==> config.mk <==
export PLATFORM = sky130hd
export DESIGN_NAME = cau_cell
export DESIGN_NICKNAME = d
export VERILOG_FILES = /design/src/rtl/cau_pkg.sv /design/src/rtl/cau_cell.sv
export SDC_FILE = /design/constraint.sdc
export NUM_CORES = 1
export LEC_CHECK = 0
export BUFFER_PORTS_ARGS = -buffer_cell sky130_fd_sc_hd__buf_2
export CAP_MARGIN = 40
export CORE_AREA = 2 2 183 185
export CTS_CLUSTER_SIZE = 28
export DETAILED_ROUTE_END_ITERATION = 7
export DIE_AREA = 0 0 185 187
export GPL_ROUTABILITY_DRIVEN = 0
export SLEW_MARGIN = 20
export SYNTH_ARGS = -nofsm -noshare
export SYNTH_HDL_FRONTEND = slang
export SYNTH_SLANG_ARGS = --single-unit
==> constraint.sdc <==
create_clock -name clk -period 4.4 [get_ports clk]
set_input_delay 0.66 -clock clk [delete_from_list [all_inputs] [get_ports clk]]
set_output_delay 0.66 -clock clk [all_outputs]
set_load 0.02 [all_outputs]
==> src/rtl/cau_pkg.sv <==
// shared types, constants and helpers of the complex arithmetic unit
package cau_pkg;

  localparam int DataWidth  = 16;
  localparam int FracBits   = 8;
  localparam int ProdWidth  = 2 * DataWidth;
  localparam int DenWidth   = ProdWidth;
  localparam int NumWidth   = ProdWidth + FracBits;
  localparam int QuotWidth  = DataWidth + 1;
  localparam int SqRemWidth = DataWidth + 4;
  localparam int Steps      = DataWidth;
  localparam int PipeDepth  = Steps + 3;

  typedef enum logic [2:0] {
    OP_ADD = 3'd0,
    OP_SUB = 3'd1,
    OP_MUL = 3'd2,
    OP_DIV = 3'd3,
    OP_MOD = 3'd4
  } op_t;

  typedef enum logic [1:0] {
    ST_OK      = 2'd0,
    ST_DIV0    = 2'd1,
    ST_SAT     = 2'd2
  } status_t;

  typedef struct packed {
    logic                 re_neg;
    logic                 im_neg;
    logic                 ovf_re;
    logic                 ovf_im;
    logic                 div0;
    logic [2:0]           op;
  } ctl_t;

  // one word moving down the cell chain
  typedef struct packed {
    ctl_t                  ctl;
    logic [DenWidth-1:0]   den;
    logic [DenWidth-1:0]   rem_re;
    logic [DenWidth-1:0]   rem_im;
    logic [DataWidth-1:0]  lo_re;
    logic [DataWidth-1:0]  lo_im;
    logic [DataWidth-1:0]  q_re;
    logic [DataWidth-1:0]  q_im;
    logic [ProdWidth-1:0]  sq_x;
    logic [SqRemWidth-1:0] sq_rem;
    logic [DataWidth-1:0]  sq_res;
  } lane_t;

  // clamp a sign and magnitude to the data range
  function automatic logic [DataWidth:0] pack_sat(input logic neg,
                                                  input logic [QuotWidth-1:0] mag);
    logic [QuotWidth-1:0] lim;
    logic [DataWidth-1:0] val;
    logic                 sat;
    begin
      lim = neg ? (QuotWidth'(1) << (DataWidth - 1))
                : ((QuotWidth'(1) << (DataWidth - 1)) - 1'b1);
      sat = mag > lim;
      val = sat ? lim[DataWidth-1:0] : mag[DataWidth-1:0];
      if (neg) val = -val;
      pack_sat = {sat, val};
    end
  endfunction

endpackage

==> src/rtl/cau_cell.sv <==
// one cell: a restoring divide step on both parts and a square-root step
module cau_cell (
  input  logic           clk,
  input  logic           en,
  input  cau_pkg::lane_t din,
  output cau_pkg::lane_t dout
);
  cau_pkg::lane_t dout_next;
  logic [cau_pkg::DenWidth:0]     tr_re;
  logic [cau_pkg::DenWidth:0]     tr_im;
  logic [cau_pkg::SqRemWidth-1:0] sq_t;
  logic [cau_pkg::SqRemWidth-1:0] sq_trial;

  always_comb begin
    dout_next = din;
    tr_re = {din.rem_re, din.lo_re[cau_pkg::DataWidth-1]};
    tr_im = {din.rem_im, din.lo_im[cau_pkg::DataWidth-1]};
    dout_next.lo_re = {din.lo_re[cau_pkg::DataWidth-2:0], 1'b0};
    dout_next.lo_im = {din.lo_im[cau_pkg::DataWidth-2:0], 1'b0};
    dout_next.q_re = {din.q_re[cau_pkg::DataWidth-2:0], 1'b0};
    dout_next.q_im = {din.q_im[cau_pkg::DataWidth-2:0], 1'b0};
    if (tr_re >= {1'b0, din.den}) begin
      tr_re = tr_re - {1'b0, din.den};
      dout_next.q_re[0] = 1'b1;
    end
    if (tr_im >= {1'b0, din.den}) begin
      tr_im = tr_im - {1'b0, din.den};
      dout_next.q_im[0] = 1'b1;
    end
    dout_next.rem_re = tr_re[cau_pkg::DenWidth-1:0];
    dout_next.rem_im = tr_im[cau_pkg::DenWidth-1:0];
    // root step on the next two bits of the sum of squares
    sq_t = {din.sq_rem[cau_pkg::SqRemWidth-3:0], din.sq_x[cau_pkg::ProdWidth-1 -: 2]};
    sq_trial = (cau_pkg::SqRemWidth)'({din.sq_res, 2'b01});
    dout_next.sq_x = {din.sq_x[cau_pkg::ProdWidth-3:0], 2'b00};
    dout_next.sq_res = {din.sq_res[cau_pkg::DataWidth-2:0], 1'b0};
    if (sq_t >= sq_trial) begin
      sq_t = sq_t - sq_trial;
      dout_next.sq_res[0] = 1'b1;
    end
    dout_next.sq_rem = sq_t;
  end

  always_ff @(posedge clk) begin
    if (en) dout <= dout_next;
  end
endmodule

==> results of run 1 <==
[through the flow]
stage | utilization | setup WS, ns
2_1_floorplan | - | 0.841
3_3_place_gp | 0.461 | 0.350
3_5_place_dp | 0.461 | 0.301
4_1_cts | 0.486 | 0.889
5_1_grt | 0.486 | 0.727
6_report | 0.487 | 0.888
[cells in the final DEF (no fill, tap or decap), drive strengths merged, types with 3 or more instances in the layout]
cell type,count
a211oi,10
a21o,37
a21oi,71
a221oi,3
a31oi,11
and3,4
buf,483
clkbuf,32
clkinv,11
conb,4
diode,6
edfxtp,232
ha,82
inv,78
mux2,35
mux2i,5
nand2,75
nand2b,9
nand3,13
nand4,12
nor2,49
nor2b,8
nor3,16
nor4,4
o211ai,6
o21a,8
o21ai,67
o21bai,11
o31ai,6
or3,4
xnor2,43
xor2,31
[cell type report]
cell class,count,area share
Antenna cell,6,0.000939
Clock buffer,32,0.0434
Multi-Input combinational cell,653,0.301
Tap cell,448,0.0351
Timing Repair Buffer,483,0.157
Clock inverter,16,0.00869
Inverter,77,0.0181
Sequential cell,232,0.436
[power by group through the flow]
stage,clock (W),combinational (W),sequential (W)
final,0.00213,0.00169,0.00280
after floorplan,0,0.000732,0.00317
after global placement,0,0.00168,0.00284
after global routing,0.00229,0.00183,0.00282
after CTS,0.00221,0.00170,0.00280
after detailed placement,0,0.00169,0.00284
[cells by family (layout without fill, tap and decap cells)]
kind of cell / after synthesis / count (layout) / share of synthesized area
buffers and inverters: 99 / 608 / 0.0358
AO/OA/AOI/OAI: 250 / 250 / 0.132
XOR/XNOR: 74 / 74 / 0.0531
flip-flops: 232 / 232 / 0.571
AND/OR/NAND/NOR: 201 / 201 / 0.0763
other: 1 / 10 / 0.000307
multiplexers: 40 / 40 / 0.0438
adder cells (fa/ha/maj): 84 / 84 / 0.0874
[routing by layer]
| layer | share of wire | up-vias | global-route usage |
|---|---|---|---|
| met4 | 0.028 | 12 | 0.0690 |
| met1 | 0.39 | 4386 | 0.233 |
| met3 | 0.090 | 57 | 0.0678 |
| li1 | - | 4633 | - |
| met5 | 0.0020 | - | 0 |
| met2 | 0.50 | 334 | 0.371 |
[path summary, 6_finish.rpt]
kind / from / to / cells after the start
worst min-delay path: din[230] / dout[230]$_DFFE_PP_ / 1
worst max-delay path: din[197] / dout[189]$_DFFE_PP_ / 13
==> results.md, run 1 <==
- The run finished with clean final reports.
- TritonCTS built the clock tree.
- In this design, the stage delay of the slowest critical-path cell is 0.41 ns.
- The total instance count after detailed placement is 1893.
- The setup-violating endpoint count in the final report is 0.
- The first global-routing pass estimated 54100 µm of wire.
- For this run, design rule violations remaining after detail routing come to 0.
- Of the synthesized area, sequential elements account for 0.571.
- In this design, the largest share of critical-path delay is due to compound AO/OA/AOI/OAI gates.
- In this run the tool buffered the top-level ports with 465 buffer cells.
- Counting flops and latches in the post-synthesis netlist gives 232.
- The number of standard cells after synthesis is 981.
- The total internal power is 0.00463 W.
- Among all flip-flop cells after synthesis, the most frequent one is sky130_fd_sc_hd__edfxtp_1.
- In the post-synthesis netlist, the biggest area contributors are sky130_fd_sc_hd__edfxtp_1, sky130_fd_sc_hd__ha_1, sky130_fd_sc_hd__xnor2_1, sky130_fd_sc_hd__mux2_4, sky130_fd_sc_hd__a21oi_1.
- The number of violations reported at the end of detailed-routing iteration 0 is 440.
- The combined flip-flop and latch cell area is 6970 µm².
- The leakage dissipation is 7.19 nW.
- Entering global routing, the biggest net connects 85 pins.
- The combinational fraction of design power is 0.255.
- For this design, the CTS-stage hold fixing added 0 buffers.
- After legalization and detailed placement, the total HPWL measured 30400 µm.
- By count the netlist is led by sky130_fd_sc_hd__edfxtp_1, sky130_fd_sc_hd__ha_1, sky130_fd_sc_hd__inv_1.
- The final critical-path required period is 3.51 ns.
- The share of total power dissipated in sequential elements is 0.423.
- The maximum resistive drop on vdd is 0.291 mV.
- Data arrives at the worst endpoint at 3.80 ns.
- Of the total power, the clock network draws 0.322.
- In this run the cell area of the synthesized design comes to 12200 µm².
- The critical path is of the input pin to flop type.
- For this run, asynchronously set or reset flops after synthesis account for 0.
- The via count of the first global-routing pass is 9336.
- The hold violation total from the final report is 0.
- The count of warnings emitted by yosys is 0.
- The fraction of final layout cells with drive strength greater than 1 is 0.385.
- The path category of the worst min-delay check is input pin to flop.
- The critical path goes through buf_2 -> inv_1 -> ha_1 -> nor2b_1 -> o21bai_1 -> a31oi_1 -> a211oi_2 -> a311o_2 -> o31ai_4 -> or3_4 -> a31oi_4 -> buf_12 -> mux2_4.
- The initial antenna violation count is 13.
- The max-cap check violation count is 0.
- The die is 187 µm tall.
- The worst setup path is launched from an input pin.
- The capturing element type of the critical path is a flop.
- The flip-flop count of the largest register, all copies and words added is 232.
- The pin slew with the least headroom to its limit is 0.662 ns.
- The count of cell types in the netlist is 67.
- The combined global-route utilization of all metal layers is 0.209.
- In this run the worst path has a maximum fanout of 14.
- The routed wire length per instance is 19.3 µm.
- The placeable core region is 32900 µm².
- In this run, post-CTS repair resized a total of 0 instances.
- The reported net switching power is 0.00199 W.
- The number of clock sinks is 232.
- The count of buffer and inverter cells on the critical path is 3.
- The total overflow reported by the global router is 0.
- The first detailed-routing pass ran for 6 iterations.
- The count of filler cells inserted in the layout is 3035.
- The die covers 34600 µm².
- The clock transition time at the flip-flop clock pins of the worst setup and hold paths is 0.06 ns.
- The multi-input logic area is 4820 µm².
- The floorplan die width is 185 µm.
- The post-CTS setup-driven buffer insertion count is 0.
- The row count is 67.
- Counting flops per register, the top entry is dout.
- The final route contains 9422 vias.
- The initial standard-cell utilization of the core is 0.371.
- Setup repair after global routing left no endpoint under its margin.
- The final-report max-slew violation count came to 0.
- The total routed wirelength is 37600 µm.
- The largest registers in the layout are dout (232).
- The instance area at placement is 15100 µm².
- The I/O pin count is 474.
- In this run the power density over the cells is 414 nW/µm².
- The post-route worst hold slack is 0.285 ns.
- The final cell count without fillers is 1947.
- Summing all non-filler instances in the final layout gives an area of 16000 µm².
- Of all cell types, the one taking the most synthesized area is sky130_fd_sc_hd__edfxtp_1.
- The post-detailed-route via-to-cell ratio is 4.84.
- The overall power consumption is 0.00662 W.
- The summed negative setup slack over all endpoints is 0 ns.
- For this run, the post-layout net count is 1796.
- The worst pin sits at a relative slew slack of 0.553.
- The required arrival time at the worst endpoint is 4.69 ns.
- The number of routed nets with antenna violations is 0.
- The count of H-tree levels built during CTS is 1.
- The most instantiated library cell after synthesis is sky130_fd_sc_hd__edfxtp_1.
- The fraction of power spent switching nets is 0.300.
- The final clock period utilization by the worst path is 0.798.
- The synthesized area per cell is 12.4 µm².
- The maximum buffer depth of the clock tree is 3.
- The fraction of synthesized cell area taken by the top area cell type is 0.571.
- The clock root buffer is sky130_fd_sc_hd__clkbuf_16.
- The number of flops mapped to enable cells by yosys is 232.
- The cell with the largest stage delay on the worst path is sky130_fd_sc_hd__a31oi_4.
- The number of buffers created by CTS is 27.
- Compared with the post-synthesis result, the final layout area differs by 31.1%.
- Based on the critical path, the design can be clocked at up to 285 MHz.
Power figures use the tool's default switching activity.
==> run 2, diff against run 1 <==
==> constraint.sdc (replaced) <==
create_clock -name clk -period 3.56 [get_ports clk]
set_input_delay 0.534 -clock clk [delete_from_list [all_inputs] [get_ports clk]]
set_output_delay 0.534 -clock clk [all_outputs]
set_load 0.02 [all_outputs]
==> results.md, run 2 (synthesis results as in run 1) <==
- The classification of the worst setup path is input pin to flop.
- The pin slew with the least headroom to its limit came to 0.701 ns (+0.0398 ns).
- The final worst-path setup slack is 0.426 ns (-0.461 ns).
- The via count of the routed design was 9681 (+2.7%).
- The data arrival at the endpoint of the critical path is 3.42 ns (-0.38 ns).
- The number of buffers created by CTS is 27 (unchanged).
- The required arrival time at the worst endpoint is 3.85 ns (-0.84 ns).
- The post-placement setup slack came to -0.103 ns (-0.404 ns).
- STA classifies the critical path endpoint as a flop.
- The initial antenna violation count is 14 (+1).
- The number of cells traversed by the worst hold path is 1 (unchanged).
- The overall die area came to 34600 µm² (unchanged).
- The number of clock sinks is 232 (unchanged).
- The initial standard-cell utilization of the core came to 0.371 (unchanged).
- The floorplan die width is 185 µm (unchanged).
- The maximum buffer depth of the clock tree is 3 (unchanged).
- The count of H-tree levels built during CTS came to 1 (unchanged).
- The summed negative setup slack over all endpoints is 0 ns (unchanged).
- The count of buffer and inverter cells on the critical path is 4 (+1).
- The met2 usage is 0.388 (+0.0169).
- The worst stage delay on the critical path is 0.40 ns (about the same).
- The post-detailed-route via-to-cell ratio was 4.83 (-0.17%).
- The net count of the finished layout is 1853 (+3.2%).
- The flip-flop count of the largest register, all copies and words added came to 232 (unchanged).
- The signal on the critical path passes through buf_2 -> inv_1 -> ha_1 -> nor2b_1 -> o21bai_1 -> a31oi_1 -> a211oi_2 -> buf_4 -> a311o_2 -> o31ai_4 -> or3_4 -> a31oi_4 -> buf_4 -> mux2_2.
- The number of violations reported at the end of detailed-routing iteration 0 is 493 (+12%).
- The most common library cell in the layout ignoring fill and taps is sky130_fd_sc_hd__buf_2.
- The die boundary height is 187 µm (unchanged).
- The total overflow reported by the global router was 0 (unchanged).
- The clock transition time at the flip-flop clock pins of the worst setup and hold paths came to 0.06 ns (about the same).
- The synthesis-to-layout area growth is 34.8%.
- Setup repair after global routing left no endpoint under its margin.
- The global routing usage on met1 is 0.235 (+0.00128).
- The largest registers in the layout are dout (232).
- The number of input and output port buffers inserted is 465 (unchanged).
- The number of buffers inserted by hold repair at cts is 0 (unchanged).
- The post-route worst hold slack is 0.167 ns (-0.118 ns).
- The post-CTS setup-driven buffer insertion count is 0 (unchanged).
- The fraction of final layout cells with drive strength greater than 1 was 0.405 (+0.0203).
- The row count is 67 (unchanged).
- The worst hold path belongs to the class input pin to flop.
- The critical-path maximum fanout is 9 (-5).
- The max-cap check violation count is 0 (unchanged).
- The post-DP HPWL is 30700 µm (+1.1%).
- The tree is rooted in a sky130_fd_sc_hd__clkbuf_16.
- Derived from the worst setup path, the maximum achievable clock frequency is 319 MHz.
- The global-route wire length before repair is 55100 µm (+1.7%).
- The maximum resistive drop on vdd is 0.331 mV (+14%).
- The kind of cell with the highest combined delay on the critical path is compound AO/OA/AOI/OAI gates.
- After global routing, the most crowded layer is met2.
- The total routed wirelength is 38100 µm (+1.3%).
- Subtracting the final worst setup slack from the clock period gives 3.13 ns.
- The final clock period utilization by the worst path is 0.880.
- The register with the most flip-flops in the final layout is dout.
- The endpoint with the worst hold slack is dout[97]$_DFFE_PP_.
- The via count of the first global-routing pass came to 9752 (+4.5%).
- The routed wire length per instance is 19.0 µm (-1.5%).
- The final-report max-slew violation count was 0 (unchanged).
- The startpoint of the worst hold path is din[96].
- The met3 usage is 0.0654 (-0.00234).
- In the layout the commonest cells are sky130_fd_sc_hd__buf_2, sky130_fd_sc_hd__edfxtp_1, sky130_fd_sc_hd__ha_1, sky130_fd_sc_hd__inv_1, sky130_fd_sc_hd__nand2_1.
- The final standard cell utilization of the core is 0.500 (+0.0138).
- The clock tree from TritonCTS is built.
- The I/O pin count came to 474 (unchanged).
- The hold violation total from the final report is 0 (unchanged).
- The leakage dissipation is 7.47 nW (+3.9%).
- The final cell count without fillers is 2004 (+2.9%).
- The count of unresolved DRC violations after routing came to 0 (unchanged).
- The cell that appears most often on the critical path is sky130_fd_sc_hd__buf_4.
- The total instance count after detailed placement was 1950 (+3.0%).
- The number of resized instances in the post-cts repair step is 0 (unchanged).
- The number of routed nets with antenna violations is 0 (unchanged).
- The power per cell area is 506 nW/µm² (+22%).
- The placeable core region came to 32900 µm² (unchanged).
- The pin count of the biggest net entering global routing is 83 (-2.4%).
- The setup-violating endpoint count in the final report was 0 (unchanged).
- The worst slew margin relative to its limit is 0.532 (-0.0209).
- The combined global-route utilization of all metal layers came to 0.211 (+0.00259).
- The run finished with clean final reports.
- The startpoint kind of the worst setup timing path is an input pin.
- The slowest stage of the critical path is the sky130_fd_sc_hd__or3_4 cell.
- The total iterations of the first detailed-routing run was 4 (-2).
-- run 2: cell types whose count changed in the layout (fill, tap and decap cells not counted), sizes merged --
| cell | delta |
|---|---|
| clkinv | -2 |
| bufinv | +1 |
| buf | +57 |
| diode | +1 |
| clkbuf | +1 |
| clkinvlp | -1 |
-- run 2: worst max path at each step --
stage               startpoint  slack (ns)                   to  cells past startpoint
detailed placement    din[197]       -0.10  dout[168]$_DFFE_PP_                     14
finish                din[197]        0.43  dout[168]$_DFFE_PP_                     14
global placement      din[204]       -0.11  dout[195]$_DFFE_PP_                     14
floorplan             din[206]        0.13  dout[191]$_DFFE_PP_                     12
global route          din[203]        0.30  dout[158]$_DFFE_PP_                     14
CTS                   din[197]        0.45  dout[168]$_DFFE_PP_                     14
-- run 2: report_power, final --
group	switching, W	internal, W	total [W]
Clock	0.00109	0.00160	0.00269
Combinational	0.00129	0.000873	0.00216
Sequential	0.0000779	0.00339	0.00347
Total	0.00246	0.00586	0.00832
-- run 2: final cells by class --
cell class	count	area (µm²)
diodes	7	17.5
clock buffers	33	698
clock inverters	14	145
fillers	3076	16400
inverters	77	289
multi-input cells	653	4820
flip-flops and latches	232	6970
well taps	448	561
repair buffers	540	2950
-- run 2: routing by layer --
metal / share of wire / up-vias
met5: 0.0026 / -
met2: 0.51 / 351
li1: - / 4753
met4: 0.022 / 14
met3: 0.088 / 64
met1: 0.38 / 4499
-- run 2: through the flow --
stage	power, W	instance area (µm²)
after global placement	0.00567	15600
final	0.00832	16400
after global routing	0.00872	16400
after CTS	0.00843	16400
after floorplan	0.00482	12200
after detailed placement	0.00569	15600
==> run 3, diff against run 2 <==
--- a/config.mk
+++ b/config.mk
@@ -7,11 +7,13 @@
 export LEC_CHECK = 0
 export BUFFER_PORTS_ARGS = -buffer_cell sky130_fd_sc_hd__buf_2
 export CAP_MARGIN = 40
-export CORE_AREA = 2 2 183 185
+export CORE_ASPECT_RATIO = 0.6
+export CORE_MARGIN = 4
+export CORE_UTILIZATION = 45
 export CTS_CLUSTER_SIZE = 28
 export DETAILED_ROUTE_END_ITERATION = 7
-export DIE_AREA = 0 0 185 187
 export GPL_ROUTABILITY_DRIVEN = 0
+export PLACE_DENSITY = 0.75
 export SLEW_MARGIN = 20
 export SYNTH_ARGS = -nofsm -noshare
 export SYNTH_HDL_FRONTEND = slang
==> constraint.sdc (replaced) <==
create_clock -name clk -period 3.56 [get_ports clk]
set_input_delay 1.068 -clock clk [delete_from_list [all_inputs] [get_ports clk]]
set_output_delay 1.068 -clock clk [all_outputs]
set_load 0.02 [all_outputs]
==> results.md, run 3 (synthesis results as in run 1) <==
- The global-route wire length before repair came to 64300 µm (+17%).
- Leaving out fill and tap cells, the most frequent cell in the layout is sky130_fd_sc_hd__buf_2.
- The net count of the finished layout is 1993 (+7.6%).
- The critical-path maximum fanout is 8 (-1).
- The most numerous cell type found on the critical path is sky130_fd_sc_hd__buf_12.
- The flip-flop count of the largest register, all copies and words added is 232 (unchanged).
- The fraction of final layout cells with drive strength greater than 1 is 0.485 (+0.0792).
- The critical path in this run is classified as input pin to flop.
- The worst setup path startpoint is din[206].
- The startpoint kind of the worst setup timing path is an input pin.
- In this design, the largest share of critical-path delay is due to compound AO/OA/AOI/OAI gates.
- The final worst-path setup slack came to 0.0406 ns (-0.386 ns).
- The power per cell area is 486 nW/µm² (-4.0%).
- The max-cap check violation count is 0 (unchanged).
- The number of routed nets with antenna violations came to 0 (unchanged).
- The number of violations reported at the end of detailed-routing iteration 0 is 952 (+93%).
- The worst slew margin relative to its limit came to 0.630 (+0.0974).
- The final critical-path required period is 3.52 ns (+0.386 ns).
- The maximum resistive drop on vdd was 0.407 mV (+23%).
- The required arrival time at the worst endpoint is 3.84 ns (about the same).
- The count of unresolved DRC violations after routing is 0 (unchanged).
- The area growth from synthesis to layout is 46.0%.
- The final-report max-slew violation count is 0 (unchanged).
- The instance area at placement is 16700 µm² (+7.3%).
- The via count of the first global-routing pass is 10700 (+9.9%).
- The run finished with clean final reports.
- The final clock period utilization by the worst path is 0.989 (+0.108).
- The combined global-route utilization of all metal layers is 0.282 (+0.0704).
- The routed wire length per instance is 21.7 µm (+14%).
- The worst hold path terminates at dout[74]$_DFFE_PP_.
- The overall power consumption is 0.00865 W (+4.0%).
- The total overflow reported by the global router is 0 (unchanged).
- The post-detailed-route via-to-cell ratio was 5.30 (+9.7%).
- The pin count of the biggest net entering global routing is 94 (+13%).
- The worst setup path is captured at a flop.
- The pin slew with the least headroom to its limit is 0.555 ns (-0.146 ns).
- The hold violation total from the final report is 0 (unchanged).
- The post-DP HPWL is 35500 µm (+15%).
- The count of buffer and inverter cells on the critical path is 4 (unchanged).
- Setup repair after global routing could not meet its margin everywhere.
- The timing-limited maximum frequency is 284 MHz (-11%).
- The path category of the worst min-delay check is input pin to flop.
- The floorplan die width came to 221 µm (+19%).
- The clock transition time at the flip-flop clock pins of the worst setup and hold paths was 0.07 ns (about the same).
- The number of input and output port buffers inserted is 465 (unchanged).
- The post-placement setup slack came to -0.645 ns (-0.542 ns).
- The worst stage delay on the critical path is 0.41 ns (about the same).
- More flip-flops sit in one register than any other, and that register is dout.
- The initial standard-cell utilization of the core is 0.460 (+0.0885).
- The total routed wirelength came to 44500 µm (+17%).
- The I/O pin count came to 474 (unchanged).
- The total iterations of the first detailed-routing run came to 5 (+1).
- The initial antenna violation count is 11 (-3).
- The number of buffers inserted by hold repair at cts is 0 (unchanged).
- TritonCTS built the clock tree.
- The setup-violating endpoint count in the final report is 0 (unchanged).
- The via count of the routed design came to 10900 (+12%).
- The signal on the critical path passes through buf_6 -> inv_12 -> ha_4 -> a21oi_4 -> o21ai_2 -> a32o_2 -> a211oi_4 -> a311o_2 -> o31ai_4 -> or3_4 -> a31oi_4 -> buf_12 -> buf_12 -> mux2_2.
- In the layout the commonest cells are sky130_fd_sc_hd__buf_2, sky130_fd_sc_hd__edfxtp_1, sky130_fd_sc_hd__buf_4, sky130_fd_sc_hd__nand2_1, sky130_fd_sc_hd__ha_1.
- The leakage dissipation came to 8.22 nW (+10%).
- The number of buffers created by CTS is 24 (-11%).
- The clock root buffer is sky130_fd_sc_hd__clkbuf_16.
- The die boundary height is 136 µm (-28%).
- The count of filler cells inserted in the layout is 2032 (-34%).
- The row count was 46 (-31%).
- The data arrival at the endpoint of the critical path was 3.80 ns (+0.38 ns).
- For this design, the slowest cell found on the critical path is sky130_fd_sc_hd__or3_4.
- The placeable core region came to 26500 µm² (-19%).
- The summed negative setup slack over all endpoints came to 0 ns (unchanged).
- The number of cells traversed by the worst hold path is 1 (unchanged).
- The final standard cell utilization of the core came to 0.671 (+0.171).
- In the final layout, the registers with the most flip-flops are dout (232).
- The number of clock sinks is 232 (unchanged).
- The area of all placed cells without fillers is 17800 µm² (+8.3%).
- The maximum buffer depth of the clock tree came to 3 (unchanged).
- The worst hold path begins at din[73].
- The count of H-tree levels built during CTS is 1 (unchanged).
- The overall die area was 29900 µm² (-14%).
## run 3: changes by cell type in the layout (fill, tap and decap cells not counted), moves of 5 or more
cell,change
sky130_fd_sc_hd__a21oi_1,-6
sky130_fd_sc_hd__a21oi_2,+5
sky130_fd_sc_hd__ha_1,-13
sky130_fd_sc_hd__inv_2,+5
sky130_fd_sc_hd__o21ai_0,-6
sky130_fd_sc_hd__ha_4,+12
sky130_fd_sc_hd__buf_4,+138
sky130_fd_sc_hd__inv_1,-9
## run 3: timing repair
item                                    CTS  global route
endpoints found under the setup margin    5            57
resized for setup                         3            40
buffers inserted                          0             6
pin swaps                                 2            14
gates cloned                              0             2
## run 3: layout make-up
cell class / instances / area, µm² / area share
inverters: 77 / 322 / 0.0181
well taps: 360 / 450 / 0.0253
clock buffers: 27 / 612 / 0.0344
multi-input cells: 653 / 5120 / 0.287
repair buffers: 683 / 4120 / 0.231
diodes: 4 / 10.0 / 0.000562
flip-flops and latches: 232 / 6970 / 0.391
clock inverters: 16 / 208 / 0.0117
## run 3: how the worst max path moves through the flow
stage | cells past startpoint | slack (ns) | endpoint
after floorplan | 12 | -0.32 | dout[191]$_DFFE_PP_
after global placement | 14 | -0.63 | dout[192]$_DFFE_PP_
after detailed placement | 14 | -0.65 | dout[192]$_DFFE_PP_
after CTS | 13 | 0.006 | dout[168]$_DFFE_PP_
after global routing | 14 | -0.02 | dout[151]$_DFFE_PP_
final | 14 | 0.04 | dout[166]$_DFFE_PP_
## run 3: where the power goes
group	switching [W]	internal (W)	total [W]	leakage, nW
Clock	0.00112	0.00154	0.00266	0.393
Combinational	0.00144	0.00108	0.00252	5.55
Sequential	0.0000851	0.00339	0.00347	2.27
Total	0.00264	0.00601	0.00865	8.22
## run 3: routing by layer
layer  track usage  wire length [µm]  vias up
met1         0.384             18300     5225
met3        0.0802              4290       96
met2         0.436             20100      500
met4        0.0942              1740       16
met5             0               112        -
li1              -                 -     5041
## run 3: stage by stage
stage	cells	hold slack (ns)
after floorplan	984	1.17
after global placement	1997	1.24
after detailed placement	1997	1.25
after CTS	2040	0.678
after global routing	2051	0.678
final	2052	0.705
